## src/hw/rtl/circle_fan_vertex_generator_assert.svh

```systemverilog
// Assertion macros for the circle fan vertex generator.
// CFVG_ASSERT is disabled while rst is high; CFVG_ASSERT_ALWAYS also checks during reset.
`ifndef CIRCLE_FAN_VERTEX_GENERATOR_ASSERT_SVH
`define CIRCLE_FAN_VERTEX_GENERATOR_ASSERT_SVH

`ifndef ASSERT_OFF
`define CFVG_ASSERT(name, prop, msg) \
  name: assert property (@(posedge clk) disable iff (rst) prop) else $error(msg);
`define CFVG_ASSERT_ALWAYS(name, prop, msg) \
  name: assert property (@(posedge clk) prop) else $error(msg);
`else
`define CFVG_ASSERT(name, prop, msg)
`define CFVG_ASSERT_ALWAYS(name, prop, msg)
`endif

`endif

```

## src/hw/rtl/cfvg_pkg.sv

```systemverilog
package cfvg_pkg;

  // Defaults for the top-level parameters
  localparam int MAX_SIDES_DEF    = 62;
  localparam int CORDIC_STEPS_DEF = 16;

  // Field widths
  localparam int CENTER_W = 16;
  localparam int VERTEX_W = 25;
  localparam int INDEX_W  = 6;
  localparam int RADIUS_W = 14;
  localparam int SIDES_W  = 6;

  // Configuration port
  localparam int CFG_INDEX_W = 8;
  localparam int CFG_DATA_W  = 14;
  localparam logic [CFG_INDEX_W-1:0] REG_RADIUS    = 8'd0;
  localparam logic [CFG_INDEX_W-1:0] REG_NUM_SIDES = 8'd1;
  localparam logic [RADIUS_W-1:0]    RADIUS_RESET    = 14'd16;
  localparam logic [SIDES_W-1:0]     NUM_SIDES_RESET = 6'd32;

  // CORDIC datapath: x/y are Q30 with headroom for radius * 2^30, z is a turn fraction
  localparam int XY_W   = 46;
  localparam int Z_W    = 32;
  localparam int GAIN_W = 30;
  localparam logic [GAIN_W-1:0] GAIN_Q30 = 30'd652032874;
  localparam int ATAN_LEN = 24;

  // atan(2^-k) in units of 2^-32 turn
  localparam logic signed [Z_W-1:0] ATAN_TURNS [ATAN_LEN] = '{
    32'sd536870912, 32'sd316933406, 32'sd167458907, 32'sd85004756,
    32'sd42667331,  32'sd21354465,  32'sd10679838,  32'sd5340245,
    32'sd2670163,   32'sd1335087,   32'sd667544,    32'sd333772,
    32'sd166886,    32'sd83443,     32'sd41722,     32'sd20861,
    32'sd10430,     32'sd5215,      32'sd2608,      32'sd1304,
    32'sd652,       32'sd326,       32'sd163,       32'sd81
  };

  // Q30 -> Q8 rounding
  localparam int ROUND_SHIFT = 22;
  localparam int OFFSET_W    = XY_W - ROUND_SHIFT;
  localparam logic signed [XY_W-1:0] ROUND_HALF = XY_W'(64'sd1 << (ROUND_SHIFT - 1));

  // Reciprocal of the side count: 32 restoring steps for 2^32 / n
  localparam int DIV_STEPS = 32;
  localparam int DIV_CNT_W = $clog2(DIV_STEPS);

  // Per-vertex information that rides along the CORDIC chain
  typedef struct packed {
    logic signed [CENTER_W-1:0] cx;
    logic signed [CENTER_W-1:0] cy;
    logic [INDEX_W-1:0]         index;
    logic                       last;
    logic                       center;
    logic [1:0]                 quad;
  } vtx_tag_t;

  // One slot of the cell chain
  typedef struct packed {
    logic                   valid;
    logic signed [XY_W-1:0] x;
    logic signed [XY_W-1:0] y;
    logic signed [Z_W-1:0]  z;
    vtx_tag_t               tag;
  } stage_t;

endpackage

```

## src/hw/rtl/cfvg_cordic_cell.sv

```systemverilog
module cfvg_cordic_cell
  import cfvg_pkg::*;
#(
  parameter int SHIFT = 0
) (
  input  logic   clk,
  input  logic   rst,
  input  logic   adv,
  input  stage_t s_in,
  output stage_t s_out
);

  logic signed [XY_W-1:0] dx;
  logic signed [XY_W-1:0] dy;
  logic                   z_neg;

  // One rotation-mode micro-rotation with a fixed shift
  assign dx    = s_in.y >>> SHIFT;
  assign dy    = s_in.x >>> SHIFT;
  assign z_neg = s_in.z[Z_W-1];

  always_ff @(posedge clk) begin
    if (rst) begin
      s_out.valid <= 1'b0;
    end else if (adv) begin
      s_out.valid <= s_in.valid;
    end
    if (adv) begin
      s_out.tag <= s_in.tag;
      if (z_neg) begin
        s_out.x <= s_in.x + dx;
        s_out.y <= s_in.y - dy;
        s_out.z <= s_in.z + ATAN_TURNS[SHIFT];
      end else begin
        s_out.x <= s_in.x - dx;
        s_out.y <= s_in.y + dy;
        s_out.z <= s_in.z - ATAN_TURNS[SHIFT];
      end
    end
  end

endmodule

```

## config.mk

```make
export PLATFORM = sky130hd
export DESIGN_NAME = cfvg_cordic_cell
export DESIGN_NICKNAME = d
export VERILOG_FILES = /design/src/hw/rtl/circle_fan_vertex_generator_assert.svh /design/src/hw/rtl/cfvg_pkg.sv /design/src/hw/rtl/cfvg_cordic_cell.sv
export SDC_FILE = /design/constraint.sdc
export NUM_CORES = 1
export LEC_CHECK = 0
export ABC_AREA = 1
export BUFFER_PORTS_ARGS = -buffer_cell sky130_fd_sc_hd__buf_2
export CAP_MARGIN = 20
export CORE_UTILIZATION = 50
export CTS_CLUSTER_DIAMETER = 80
export CTS_CLUSTER_SIZE = 24
export DETAILED_ROUTE_END_ITERATION = 8
export GPL_TIMING_DRIVEN = 0
export PLACE_DENSITY_LB_ADDON = 0.12
export SLEW_MARGIN = 10
export SYNTH_ARGS = -nofsm -noshare
export SYNTH_HDL_FRONTEND = slang
export SYNTH_SLANG_ARGS = --single-unit
```

## constraint.sdc

```tcl
create_clock -name clk -period 2.8 [get_ports clk]
set_clock_uncertainty 0.05 [all_clocks]
set_input_delay 0.42 -clock clk [delete_from_list [all_inputs] [get_ports clk]]
set_output_delay 0.42 -clock clk [all_outputs]
set_load 0.1 [all_outputs]
```

# After elaboration in Yosys (flattened, before gate mapping)
# Index checks and enable logic that the tools add are counted.
dict set report totals {
  ff_bits 167
  input_bits 170
  output_inout_bits 167
  wordCells 16
}
dict set report op_classes {
  n_addsub 5
  muxes 1
}
# cell n
set op_table {}
lappend op_table {{124-bit 2-to-1 mux} 1}
lappend op_table {{46-bit subtractor} 2}
lappend op_table {{46-bit adder} 1}
lappend op_table {{32-bit by 31-bit adder with 32-bit output (second input constant)} 1}
lappend op_table {{32-bit by 31-bit subtractor with 32-bit output (second input constant)} 1}

# Longest topological paths before layout
dict set report logic_depth {
  ltp_word 2
  depth_mapped 18
  depth_no_buf 17
}

# Worst setup path after synthesis
# Ideal clock, no wire load.
dict set report synth_path {
  path_kind {input-to-reg}
  from {input s_in[120] (netlist name)}
  to {register s_out[152] (netlist name) (data pin)}
  setup_time_ps 254
  arrival_ps 1917
  required_time_ps 2496
  setup_slack_ps 579
  path_stages 15
  n_path_buf 0
  cell_sequence {inv_1 ha_1 fa_1 inv_1 nand2_1 nand3_1 nand2_1 nand2_1 nand2_1 nand2_1 nand2_1 nand2_1 nand2_1 nand3_1 nand2_1}
}
dict set report synth_via {
  elab_chain_cells 2
  elab_cells_between_ends 3
  cone_classes {add/sub: 2; mux: 1}
}
# item line
set synth_rtl {}
lappend synth_rtl {{start, declared} cfvg_cordic_cell.sv:9} ;# input stage_t s_in,
lappend synth_rtl {{46-bit subtractor / 46-bit adder (equally long branches)} {cfvg_cordic_cell.sv:35, cfvg_cordic_cell.sv:31}}
lappend synth_rtl {{124-bit 2-to-1 mux (*)} cfvg_cordic_cell.sv:30} ;# if (z_neg) begin
lappend synth_rtl {{end, declared} cfvg_cordic_cell.sv:10} ;# output stage_t s_out
# Every way passes the cells marked *; elsewhere a longest branch is shown, timed or not.
# A chain may end at the register's enable or synchronous reset.

# Worst setup path in the final report
dict set report layout_path {
  from {input s_in[120] (netlist name)}
  to {register s_out[148] (netlist name) (data pin)}
}
# Same word-level chain as after synthesis.

==> impl_metrics.toml <==
[outcome]
status = "finished, final reports clean"

[grt]
grt_max_degree = 102
grt_use_total_pct = 41.5
grt_overflow_total = 0
grt_pass1_wl_mm = 104
grt_pass1_vias = 18364
antenna_found_initial = 3

[setup_path]
critPathKind = "in -> reg"
worstPathRequired_ns = 2.96
cp.arrival_ns = 2.87
critPathMaxFanout = 5
slowest_delay_ns = 0.46
crit_top_cell = "nand2_1"
r2r_start = "s_out[166]$_SDFFE_PP0P_"
cp_top_family = "simple AND/OR/NAND/NOR gates"
cp.buffers_inverters = 3
crit_start = "s_in[120]"
start_kind = "input port"
path_cells = "buf_2 > inv_1 > ha_1 > fa_2 > inv_1 > nand2_1 > nand3_1 > nand2_1 > nand3_1 > nand2_1 > nand3_1 > nand2_1 > o21ai_0"
critPathCaptureType = "flop"
slowest_stage = "fa_2"

[sta]
slew_viol_final = 0
hold_viol = 0
tns_ns = 0
max_slew_margin_pct = 18.2
min_period_over_period_pct = 97.0
maxClockFrequency_mhz = 368
setup_slack_ns = 0.0852
finalCriticalPeriod_ns = 2.71
finalSetupViolCount = 0
rsz0062_at_grt = "false"
tightestPinTransition_ns = 1.23

[placed_design]
hpwl_mm = 59.6
dpl_worst_slack_ns = -0.406
dpl_cell_area_mm2 = 0.0192
globalplace.congestion = 1.02
dp_cells = 3404
port_buffers = 335

[min_path]
holdCritStartpoint = "rst"
hold_path_class = "in -> reg"

[logic_synthesis]
netlist_instances = 2626
yosys.area.top_type = "edfxtp_1"
synth_top_area_share_pct = 29.3
synth_nets = 2935
netlist_area_mm2 = 0.0169
ys.flop_type = "edfxtp_1"
ys_warn_count = 0
synthTopCellsByCount = "nand2_1, inv_1, nor2_1, nand3_1, edfxtp_1"
ys_async_sr_fraction_pct = 0
synth.area.top_cells = "edfxtp_1, nand2_1, inv_1"
synth-seq-cells = 166
avgSynthCellArea_um2 = 6.43
ys_seq_area_share_pct = 29.5
synthMostInstantiatedCell = "nand2_1"
synth_edf_count = 165
synth.distinct_cells = 41

[floorplan]
start_util_pct = 51.4
dieHeight_um = 186
coreArea_mm2 = 0.0329
die_w_um = 186
die_area_mm2 = 0.0345
ios = 337
rows = 66

[routing]
firstDrtPassIters = 8
via_count = 19089
vias_per_cell = 5.55
drt-initial-drc-count = 2344
drt_wl_total_mm = 71.5
drc = 0
ant_nets = 0
wl_per_cell_um = 20.8

[clock_network]
cts_root_buffer = "clkbuf_16"
clock_latency_ns = 0.46
htree_levels = 4
cts_buffer_depth = 2
cts.sinks = 166
cts_resized = 0
cts-hold-fix-buffers = 0
path_clk_slew_ns = 0.07
cts_tree = "built"
cts_buffers = 17
cts_setup_buffers = 0

[cells_and_area]
drive_gt1_share_pct = 16.7
largestRegisters = "s_out: 166 flops"
fin_area_mm2 = 0.0197
fin_nets = 3290
largest_reg_flops = 166
fin_cells = 3439
syn_to_final_growth_pct = 16.8
num-fill-cells = 3216
regMostFlops = "s_out"

[pwr]
ir_drop_v = 0.000473
power.leakage_nw = 10.8
power.density_mw_per_mm2 = 556

[run]
max_cap_viol_count = 0
-- stage by stage --
step	hold WS (ns)	total power [mW]	util [%]
CTS	0.0416	10.9	60.0
global route	0.0582	11.4	60.0
finish	0.0573	11.0	60.0
global placement	0.418	8.44	58.2
detailed placement	0.446	8.51	58.3
floorplan	0.442	7.15	-
-- logic make-up after synthesis --
group,count (synthesis),share of synthesized area (%)
flops,166,29.5
xor+xnor,29,1.50
simple gates,1475,36.4
mux,1,0.0593
compound gates,273,9.00
buf+inv,543,13.1
fa+ha+maj,139,10.5
-- cell usage in the layout (no fill, tap or decap), drive strengths merged, types with 3 or more instances in the layout --
cell type,netlist,final
nand3,229,229
clkinv,0,6
diode,0,3
nor2,271,271
and2,11,11
fa,4,4
clkbuf,13,30
ha,135,135
o22ai,8,8
nor3,12,12
a21boi,5,5
xor2,29,29
o21ai,99,99
edfxtp,165,165
buf,48,384
inv,482,489
nand2,922,922
o21bai,30,30
nand4,28,28
a21oi,125,125
-- area by class of cell --
class                   instances  area [um2]  share of cell area [%]
clock inverters                15         143                   0.723
well taps                     442         553                    2.80
inverters                     482        1810                    9.17
repair buffers                336        1710                    8.69
diodes                          3        7.51                  0.0380
clock buffers                  17         425                    2.16
plain buffers                  61         407                    2.06
multi-input cells            1917        9700                    49.2
flip-flops and latches        166        4970                    25.2
-- metal layers --
metal	GRT usage [%]	vias to the layer above	wire [um]
met5	0	-	0
met2	64.5	1300	31300
met4	28.2	0	4720
met1	51.2	8622	27500
met3	9.23	264	8010
li1	-	8903	-
-- worst paths after layout --
kind | endpoint | slack [ns] | cells after the start
worst min-delay path | s_out[166]$_SDFFE_PP0P_ | 0.06 | 2
worst max register to register | s_out[166]$_SDFFE_PP0P_ | 2.16 | 2
worst min register to register | s_out[166]$_SDFFE_PP0P_ | 0.46 | 2
worst max-delay path | s_out[148]$_DFFE_PP_ | 0.09 | 13
-- power by group --
group	total, mW	switching, mW	internal (mW)
logic	5.42	4.34	1.08
registers	3.17	0.0768	3.09
clock network	2.39	1.15	1.24
Note: power is estimated with default switching activity, not from simulation.
