**src/hw/rtl/circle_fan_vertex_generator_assert.svh**
```systemverilog
// Assertion macros for the circle fan vertex generator.
// CFVG_ASSERT is disabled while rst is high; CFVG_ASSERT_ALWAYS also checks during reset.
`ifndef CIRCLE_FAN_VERTEX_GENERATOR_ASSERT_SVH
`define CIRCLE_FAN_VERTEX_GENERATOR_ASSERT_SVH

`ifndef ASSERT_OFF
`define CFVG_ASSERT(name, prop, msg) \
  name: assert property (@(posedge clk) disable iff (rst) prop) else $error(msg);
`define CFVG_ASSERT_ALWAYS(name, prop, msg) \
  name: assert property (@(posedge clk) prop) else $error(msg);
`else
`define CFVG_ASSERT(name, prop, msg)
`define CFVG_ASSERT_ALWAYS(name, prop, msg)
`endif

`endif

```
**src/hw/rtl/cfvg_pkg.sv**
```systemverilog
package cfvg_pkg;

  // Defaults for the top-level parameters
  localparam int MAX_SIDES_DEF    = 62;
  localparam int CORDIC_STEPS_DEF = 16;

  // Field widths
  localparam int CENTER_W = 16;
  localparam int VERTEX_W = 25;
  localparam int INDEX_W  = 6;
  localparam int RADIUS_W = 14;
  localparam int SIDES_W  = 6;

  // Configuration port
  localparam int CFG_INDEX_W = 8;
  localparam int CFG_DATA_W  = 14;
  localparam logic [CFG_INDEX_W-1:0] REG_RADIUS    = 8'd0;
  localparam logic [CFG_INDEX_W-1:0] REG_NUM_SIDES = 8'd1;
  localparam logic [RADIUS_W-1:0]    RADIUS_RESET    = 14'd16;
  localparam logic [SIDES_W-1:0]     NUM_SIDES_RESET = 6'd32;

  // CORDIC datapath: x/y are Q30 with headroom for radius * 2^30, z is a turn fraction
  localparam int XY_W   = 46;
  localparam int Z_W    = 32;
  localparam int GAIN_W = 30;
  localparam logic [GAIN_W-1:0] GAIN_Q30 = 30'd652032874;
  localparam int ATAN_LEN = 24;

  // atan(2^-k) in units of 2^-32 turn
  localparam logic signed [Z_W-1:0] ATAN_TURNS [ATAN_LEN] = '{
    32'sd536870912, 32'sd316933406, 32'sd167458907, 32'sd85004756,
    32'sd42667331,  32'sd21354465,  32'sd10679838,  32'sd5340245,
    32'sd2670163,   32'sd1335087,   32'sd667544,    32'sd333772,
    32'sd166886,    32'sd83443,     32'sd41722,     32'sd20861,
    32'sd10430,     32'sd5215,      32'sd2608,      32'sd1304,
    32'sd652,       32'sd326,       32'sd163,       32'sd81
  };

  // Q30 -> Q8 rounding
  localparam int ROUND_SHIFT = 22;
  localparam int OFFSET_W    = XY_W - ROUND_SHIFT;
  localparam logic signed [XY_W-1:0] ROUND_HALF = XY_W'(64'sd1 << (ROUND_SHIFT - 1));

  // Reciprocal of the side count: 32 restoring steps for 2^32 / n
  localparam int DIV_STEPS = 32;
  localparam int DIV_CNT_W = $clog2(DIV_STEPS);

  // Per-vertex information that rides along the CORDIC chain
  typedef struct packed {
    logic signed [CENTER_W-1:0] cx;
    logic signed [CENTER_W-1:0] cy;
    logic [INDEX_W-1:0]         index;
    logic                       last;
    logic                       center;
    logic [1:0]                 quad;
  } vtx_tag_t;

  // One slot of the cell chain
  typedef struct packed {
    logic                   valid;
    logic signed [XY_W-1:0] x;
    logic signed [XY_W-1:0] y;
    logic signed [Z_W-1:0]  z;
    vtx_tag_t               tag;
  } stage_t;

endpackage

```
**src/hw/rtl/cfvg_center_if.sv**
```systemverilog
interface cfvg_center_if import cfvg_pkg::*; ();
  logic                       valid;
  logic                       ready;
  logic signed [CENTER_W-1:0] center_x;
  logic signed [CENTER_W-1:0] center_y;

  modport source (output valid, output center_x, output center_y, input ready);
  modport sink   (input valid, input center_x, input center_y, output ready);
endinterface

```
**src/hw/rtl/cfvg_seq.sv**
```systemverilog
`include "circle_fan_vertex_generator_assert.svh"

module cfvg_seq
  import cfvg_pkg::*;
#(
  parameter int MAX_SIDES = MAX_SIDES_DEF
) (
  input  logic                   clk,
  input  logic                   rst,
  cfvg_center_if.sink            center,
  input  logic [SIDES_W-1:0]     num_sides,
  input  logic signed [XY_W-1:0] x0,
  input  logic                   adv,
  output stage_t                 inj
);

  typedef enum logic [2:0] {
    ST_IDLE   = 3'b001,
    ST_DIVIDE = 3'b010,
    ST_EMIT   = 3'b100
  } seq_state_t;

  localparam logic [SIDES_W-1:0] MIN_N = SIDES_W'(3);
  localparam logic [SIDES_W-1:0] MAX_N = SIDES_W'(MAX_SIDES);

  seq_state_t              state;
  logic signed [CENTER_W-1:0] cx;
  logic signed [CENTER_W-1:0] cy;
  logic [SIDES_W-1:0]      n_eff;
  logic [SIDES_W-1:0]      n_in;
  logic [DIV_CNT_W-1:0]    cnt;
  logic [SIDES_W-1:0]      rdiv;    // divider remainder, then 2^32 mod n
  logic [Z_W-1:0]          quo;     // floor(2^32 / n)
  logic [Z_W-1:0]          phase;
  logic [SIDES_W-1:0]      racc;    // running remainder of the phase
  logic [INDEX_W-1:0]      idx;

  logic [SIDES_W:0]        div_t;
  logic                    div_ge;
  logic [SIDES_W:0]        rsum;
  logic                    carry;
  logic [INDEX_W-1:0]      idx_inc;
  logic                    is_last;

  // Side count clamp at accept
  always_comb begin
    if (num_sides < MIN_N) begin
      n_in = MIN_N;
    end else if (num_sides > MAX_N) begin
      n_in = MAX_N;
    end else begin
      n_in = num_sides;
    end
  end

  // Restoring divide step
  assign div_t  = {rdiv, 1'b0};
  assign div_ge = div_t >= {1'b0, n_eff};

  // Phase accumulator step: phase += Q plus carry out of the remainder
  assign rsum    = {1'b0, racc} + {1'b0, rdiv};
  assign carry   = rsum >= {1'b0, n_eff};
  assign idx_inc = idx + INDEX_W'(1);
  assign is_last = idx == INDEX_W'({1'b0, n_eff} + 7'd1);

  assign center.ready = state == ST_IDLE;

  always_ff @(posedge clk) begin
    if (rst) begin
      state <= ST_IDLE;
    end else begin
      unique case (state)
        ST_IDLE: begin
          if (center.valid) begin
            state <= ST_DIVIDE;
          end
        end
        ST_DIVIDE: begin
          if (cnt == DIV_CNT_W'(DIV_STEPS - 1)) begin
            state <= ST_EMIT;
          end
        end
        ST_EMIT: begin
          if (adv && is_last) begin
            state <= ST_IDLE;
          end
        end
        default: state <= ST_IDLE;
      endcase
    end

    // Datapath registers
    case (state)
      ST_IDLE: begin
        cx    <= center.center_x;
        cy    <= center.center_y;
        n_eff <= n_in;
        rdiv  <= SIDES_W'(1);
        quo   <= '0;
        cnt   <= '0;
      end
      ST_DIVIDE: begin
        rdiv  <= div_ge ? SIDES_W'(div_t - {1'b0, n_eff}) : div_t[SIDES_W-1:0];
        quo   <= {quo[Z_W-2:0], div_ge};
        cnt   <= cnt + DIV_CNT_W'(1);
        phase <= '0;
        racc  <= n_eff >> 1;
        idx   <= '0;
      end
      ST_EMIT: begin
        if (adv && !is_last) begin
          idx <= idx_inc;
          if (idx_inc == n_eff) begin
            // rim wraps to angle zero
            phase <= '0;
            racc  <= n_eff >> 1;
          end else begin
            phase <= phase + quo + Z_W'(carry);
            racc  <= carry ? SIDES_W'(rsum - {1'b0, n_eff}) : rsum[SIDES_W-1:0];
          end
        end
      end
      default: begin
        cnt <= '0;
      end
    endcase
  end

  // Head of the chain
  always_comb begin
    inj.valid      = state == ST_EMIT;
    inj.x          = x0;
    inj.y          = '0;
    inj.z          = signed'({2'b00, phase[Z_W-3:0]});
    inj.tag.cx     = cx;
    inj.tag.cy     = cy;
    inj.tag.index  = idx;
    inj.tag.last   = is_last;
    inj.tag.center = idx == '0;
    inj.tag.quad   = phase[Z_W-1:Z_W-2];
  end

  `CFVG_ASSERT(a_racc_below_n, (state == ST_EMIT) |-> (racc < n_eff), "phase remainder reached n")
  `CFVG_ASSERT(a_n_clamped, (state != ST_IDLE) |-> (n_eff >= MIN_N && n_eff <= MAX_N), "side count out of range")
  `CFVG_ASSERT(a_idx_bound, inj.valid |-> ({1'b0, idx} <= {1'b0, n_eff} + 7'd1), "vertex index past fan end")

endmodule

```
**src/flat_wrapper.sv**
```systemverilog
// flat-port wrapper written by rule: the top's interface ports become plain ports
module cfvg_seq_flat import cfvg_pkg::*;
#(
  parameter int MAX_SIDES = MAX_SIDES_DEF
)
  (clk, rst, num_sides, x0, adv, inj, center_valid, center_center_x, center_center_y, center_ready);
  cfvg_center_if center_i ();
  input  logic clk;
  input  logic rst;
  input  logic [SIDES_W-1:0] num_sides;
  input  logic signed [XY_W-1:0] x0;
  input  logic adv;
  output stage_t inj;
  input wire logic [$bits(center_i.valid)-1:0] center_valid;
  input wire logic [$bits(center_i.center_x)-1:0] center_center_x;
  input wire logic [$bits(center_i.center_y)-1:0] center_center_y;
  output wire logic [$bits(center_i.ready)-1:0] center_ready;
  assign center_i.valid = center_valid;
  assign center_i.center_x = center_center_x;
  assign center_i.center_y = center_center_y;
  assign center_ready = center_i.ready;
  cfvg_seq #(.MAX_SIDES(MAX_SIDES)) u_core (.clk(clk), .rst(rst), .center(center_i), .num_sides(num_sides), .x0(x0), .adv(adv), .inj(inj));
endmodule
```
**config.mk**
```make
export PLATFORM = sky130hd
export DESIGN_NAME = cfvg_seq_flat
export DESIGN_NICKNAME = d
export VERILOG_FILES = /design/src/hw/rtl/cfvg_pkg.sv /design/src/hw/rtl/cfvg_center_if.sv /design/src/hw/rtl/cfvg_seq.sv /design/src/flat_wrapper.sv
export VERILOG_INCLUDE_DIRS = /design/src /design/src/hw/rtl
export SDC_FILE = /design/constraint.sdc
export NUM_CORES = 1
export LEC_CHECK = 0
export ABC_AREA = 0
export BUFFER_PORTS_ARGS = -buffer_cell sky130_fd_sc_hd__buf_4
export CAP_MARGIN = 20
export CORE_ASPECT_RATIO = 0.7
export CORE_MARGIN = 2
export CORE_UTILIZATION = 45
export CTS_BUF_LIST = sky130_fd_sc_hd__clkbuf_8 sky130_fd_sc_hd__clkbuf_16
export CTS_CLUSTER_SIZE = 24
export DETAILED_ROUTE_END_ITERATION = 8
export PLACE_DENSITY = 0.72
export REMOVE_ABC_BUFFERS = 1
export SLEW_MARGIN = 10
export SYNTH_ARGS = -nofsm -noshare
export SYNTH_HDL_FRONTEND = slang
export SYNTH_SLANG_ARGS = --single-unit
```
**constraint.sdc**
```tcl
create_clock -name clk -period 6.1 [get_ports clk]
set_clock_uncertainty 0.05 [all_clocks]
set_input_delay 0.61 -clock clk [delete_from_list [all_inputs] [get_ports clk]]
set_output_delay 0.61 -clock clk [all_outputs]
set_load 0.03 [all_outputs]
```
Yosys cells after proc, flatten, opt, wreduce, memory -nomap -nowiden
Cells that the tools add are included.
{ "word_totals": {"regBits": 128, "wordCells": 60} }
{ "classes": {"n_addsub": 8, "order_cmp": 4, "eq_ne": 10, "n_mux": 18, "n_reduce_logical": 9} }
{ "ops": {"columns": ["cell", "n"], "rows": [
  ["case mux 32 bit (2 select lines)", 2],
  ["2-to-1 mux 32 bit", 2],
  ["2-to-1 mux 6 bit", 6],
  ["case mux 6 bit (2 select lines)", 3],
  ["adder 32 x 1 -> 32 bit", 1],
  ["adder 32 bit", 1],
  [">= comparator 7 x 6 -> 1 bit", 2],
  ["adder 6 x 1 -> 6 bit (second input constant)", 2],
  ["== test 6 bit", 2],
  ["subtractor 6 bit", 2],
  ["case mux 5 bit (2 select lines)", 1],
  ["2-to-1 mux 3 bit", 3],
  ["case mux 3 bit (3 select lines)", 1],
  ["adder 6 x 6 -> 7 bit", 1],
  ["> comparator 6 bit (second input constant)", 1],
  ["logical NOT 6 bit", 1],
  ["< comparator 6 x 2 -> 1 bit (second input constant)", 1],
  ["!= test 2 x 1 -> 1 bit (second input constant)", 3],
  ["adder 5 x 1 -> 5 bit (second input constant)", 1],
  ["== test 5 bit (second input constant)", 1],
  ["nonzero test 2 bit", 2],
  ["== test 3 x 1 -> 1 bit (second input constant)", 1],
  ["== test 3 x 2 -> 1 bit (second input constant)", 1],
  ["== test 3 bit (second input constant)", 1],
  ["other kinds (6)", 7]
]} }

Depth between registers and ports, before layout
{ "logic_depth": {"ltp_word": 6, "ltp_mapped": 22, "mapped_depth_nobuf": 22} }

Worst setup path after synthesis
No wires, ideal clock.
{ "synth_path": {"path_kind": "register to register", "start": "register u_core.state[1]", "end": "register u_core.quo[0] (enable)", "arrival_ns": 5.016, "required_ns": 5.672, "slack_ns": 0.655, "stages_incl_launch_ff": 4, "path_buffers": 1, "synth_period_minus_slack_ns": 5.445, "path_cell_list": "dfxtp_1 > clkbuf_1 > nor3b_1 > or2_2"} }
{ "synth_between": {"elab_chain_len": 2, "elab_cells_between_ends": 3} }
{ "synth_lines": {"columns": ["item", "line", "source"], "rows": [
  ["start, declared", "cfvg_seq.sv:26", "seq_state_t state;"],
  ["start signal, assigned", "cfvg_seq.sv:70", "state <= ST_IDLE;"],
  ["start signal, assigned", "cfvg_seq.sv:75", "state <= ST_DIVIDE;"],
  ["start signal, assigned", "cfvg_seq.sv:80", "state <= ST_EMIT;"],
  ["== test 3 x 1 -> 1 bit", null, null],
  ["net center_ready", "flat_wrapper.sv:17", "output wire logic [$bits(center_i.ready)-1:0] center_ready;"],
  ["nonzero test 2 bit (no line)", null, null],
  ["end signal, assigned", "cfvg_seq.sv:104", "quo <= {quo[Z_W-2:0], div_ge};"],
  ["end, declared", "cfvg_seq.sv:33", "logic [Z_W-1:0] quo;"]
]} }
The timed path passes the listed nets, and every way through them passes these cells.
A chain may end at the register's enable or synchronous reset.

Final worst setup path
{ "layout_path": {"start": "register u_core.rdiv[1]", "end": "register u_core.phase[30] (data pin)"} }
{ "layout_between": {"elab_chain_len": 6} }
{ "layout_lines": {"columns": ["item", "line", "source"], "rows": [
  ["start, declared", "cfvg_seq.sv:32", "logic [SIDES_W-1:0] rdiv;"],
  ["start signal, assigned", "cfvg_seq.sv:103", "rdiv <= div_ge ? SIDES_W'(div_t - {1'b0, n_eff}) : div_t[SIDES_W-1:0];"],
  ["adder 6 x 6 -> 7 bit", "cfvg_seq.sv:61", "assign rsum = {1'b0, racc} + {1'b0, rdiv};"],
  [">= comparator 7 x 6 -> 1 bit", "cfvg_seq.sv:62", "assign carry = rsum >= {1'b0, n_eff};"],
  ["adder 32 x 1 -> 32 bit", "cfvg_seq.sv:118", "phase <= phase + quo + Z_W'(carry);"],
  ["2-to-1 mux 32 bit", "cfvg_seq.sv:113", "if (idx_inc == n_eff) begin"],
  ["2-to-1 mux 32 bit", "cfvg_seq.sv:111", "if (adv && !is_last) begin"],
  ["case mux 32 bit (2 select lines)", "cfvg_seq.sv:93", "case (state)"],
  ["end signal, assigned", "cfvg_seq.sv:118", null],
  ["end, declared", "cfvg_seq.sv:34", "logic [Z_W-1:0] phase;"]
]} }
Every way passes these cells. The select of a mux whose other input is x is not followed.

==> metrics.yaml <==
rsz0062_at_grt: "no"
ys_top_cells_by_area: "edfxtp_1 47%, buf_4 8.9%, ha_1 8.3%, xnor2_1 3.1%, and3_1 3.0%"
synth_common_cells: "125 x edfxtp_1, 95 x buf_4, 61 x nor2_1"
synth_most_common_cell: "edfxtp_1"
ys_ff_latch: 128
clockBufferDepth: 2
required_ps: 6320
numCtsBuffers: 17
synth_top_flop_cell: "edfxtp_1"
tns_ps: 0
ant_nets: 0
grt_pass1_vias: 5187
relSlewSlack_pct: 33.5
drtIter0Drc: 419
route.detailed.drc: 0
min_path_cells: 1
die_h_um: 115
antenna_found_initial: 0
synth.avg_cell_area_um2: 11.0
core_um2: 17300
synth_edf_count: 125
drt-total-wl_mm: 19.8
leakagePower_nw: 4.21
synth.top_cell.area_share_pct: 47.0
r2r-end: "u_core.phase[30]"
start_util_pct: 46.2
die_w_um: 163
cts_resized: 0
synth_fa_ha_area_share_pct: 9.56
yosysWarnings: 0
min_path_type: "primary input to flop"
row_count: 40
hold_viol_final: 0
postCtsSetupBuffers: 0
grt_use_total_pct: 22.0
synth.area.mux_share_pct: 1.52
cts_root_buffer: "clkbuf_16"
rr_startpoint: "u_core.rdiv[1]"
irDropWorstVdd_v: 0.000156
whs_endpoint: "u_core.cy[2]"
dieArea_um2: 18800
portBuffers: 115
reg2reg_slack_ps: 960
drive_gt1_share_pct: 22.1
dr.pass1.iters: 7
holdBufCountCts: 0
cts_tree: "yes"
grt_pass1_wl_mm: 30.4
ios: 256
use_met2_pct: 26.6
cp_max_fo: 6
power_density_nw_per_um2: 289
netlist_area_um2: 7990
synth_area_leader_cell: "edfxtp_1"
syn_to_final_growth_pct: 14.7
finalMaxSlewViolations: 0
synth_top_family_by_area: "simple AND/OR/NAND/NOR gates"
fin_crit_ps: 5140
maxCapViolCount: 0
clock.fmax_mhz: 195
hp-start: "center_center_y[2]"
worstSetupPathType: "flop to flop"
grt_max_degree: 43
min_period_over_period_pct: 84.3
synth.distinct_cells: 65
synth-xor-area-share_pct: 5.58
status: "finished clean"
worst_pin_slew_ps: 997
synthSimpleGateAreaFrac_pct: 12.2
ys_seq_area_share_pct: 47.8
clk_pin_slew_ps: 60
post_drt_wl_per_cell_um: 19.1
cp-end-kind: "flop"
synth_cells: 728
clock_latency_ps: 420
r2r_cells: 20
grtUsageMet1_pct: 31.6
use_met3_pct: 12.3
arrival_ps: 5360
vias: 5491
clock_sinks: 128
fin_nets: 942
grt_overflow_total: 0
hold_ws_ps: 308
cp-start-kind: "flop"
grt_busiest_layer: "met1"
vias_per_cell: 5.28
antenna_cells_inserted: 0
finalSetupViolations: 0
gp_congestion: 0.841
ys_async_sr_fraction_pct: 0
synth_compound_area_share_pct: 11.6
cts_htree_levels: 4
place_hpwl_mm: 14.6
## power breakdown
part	switching (W)	leakage [nW]	total [W]	internal [W]
registers	0.0000369	1.36	0.00108	0.00104
logic	0.000328	2.56	0.000518	0.000190
clock network	0.000404	0.285	0.00105	0.000646
total	0.000769	4.21	0.00265	0.00188
## stage by stage
| step | total power [W] | utilization, % | setup WS [ps] | instances | cell area (µm²) |
|---|---|---|---|---|---|
| 3_3_place_gp | 0.00160 | 49.6 | 1120 | 1008 | 8560 |
| 2_1_floorplan | 0.00146 | - | 579 | 657 | 7350 |
| 4_1_cts | 0.00266 | 53.1 | 960 | 1040 | 9160 |
| 6_report | 0.00265 | 53.1 | 959 | 1040 | 9160 |
| 5_1_grt | 0.00276 | 53.1 | 391 | 1040 | 9160 |
| 3_5_place_dp | 0.00161 | 49.6 | 1000 | 1008 | 8560 |
## layer usage
| layer | share of wire, % | vias to the layer above | wire (µm) |
|---|---|---|---|
| li1 | - | 2605 | - |
| met5 | 0.78 | - | 155 |
| met2 | 37 | 289 | 7370 |
| met1 | 47 | 2568 | 9310 |
| met4 | 1.2 | 4 | 229 |
| met3 | 14 | 25 | 2770 |
## placed cells by master, fill, tap and decap left out, types with 6 or more instances in the layout
cell type    n
a21o_1      28
a21oi_1     31
and3_1      38
buf_4      120
clkbuf_16   17
conb_1      48
edfxtp_1   125
ha_1        53
inv_1       33
mux2i_1     11
nand2_1     38
nand3_1     13
nand4_1      6
nor2_1      61
nor2b_1      9
nor3_1       8
o21a_1       6
o21ai_0     16
o21ai_1      7
xnor2_1     28
xor2_1      21
## registers in the layout (all words and copies together) (netlist names)
name          count
u_core.quo       32
u_core.cx        16
u_core.racc       6
u_core.phase     32
u_core.idx        6
u_core.n_eff      6
u_core.cy        16
u_core.rdiv       6
u_core.state      3
u_core.cnt        5
## logic make-up after synthesis
group                      after synthesis
muxes                                   12
and+or+nand+nor                        196
DFF                                    128
AOI/OAI and AO/OA                      131
xor gates and xnor gates                50
adders and majority gates               58
buffers and inverters                  152
other                                    1
## final cells by class
class / count / area (µm²)
clock buffer: 17 / 425
clock inverter: 15 / 181
fill: 1545 / 8100
inverter: 34 / 128
multi-input combinational: 495 / 3420
sequential: 128 / 3810
tap: 231 / 289
timing repair buffer: 120 / 901
## critical path, stage by stage (launching register included)
cell and delay (ps):
edfxtp_1 440, ha_1 310, a21o_1 180, a21oi_1 220, o21ai_0 120, a21oi_1 190, xnor2_1 110, ha_1 380
nand4_1 110, o211ai_1 320, a21oi_4 130, fa_1 420, fa_1 390, nor2b_1 190, o2111ai_1 160, a21oi_1 300
o2111ai_1 240, a211oi_2 250, nor3_1 90, a31oi_1 210, mux2i_1 210
## worst max-delay path by stage
stage | start | endpoint
final | u_core.rdiv[1] | u_core.phase[30]
after global routing | u_core.rdiv[1] | u_core.phase[30]
after CTS | u_core.rdiv[1] | u_core.phase[26]
after detailed placement | u_core.rdiv[1] | u_core.phase[30]
after global placement | u_core.rdiv[1] | u_core.phase[30]
after floorplan | u_core.state[1] | u_core.quo[0]
Note: power is estimated with default switching activity, not from simulation.
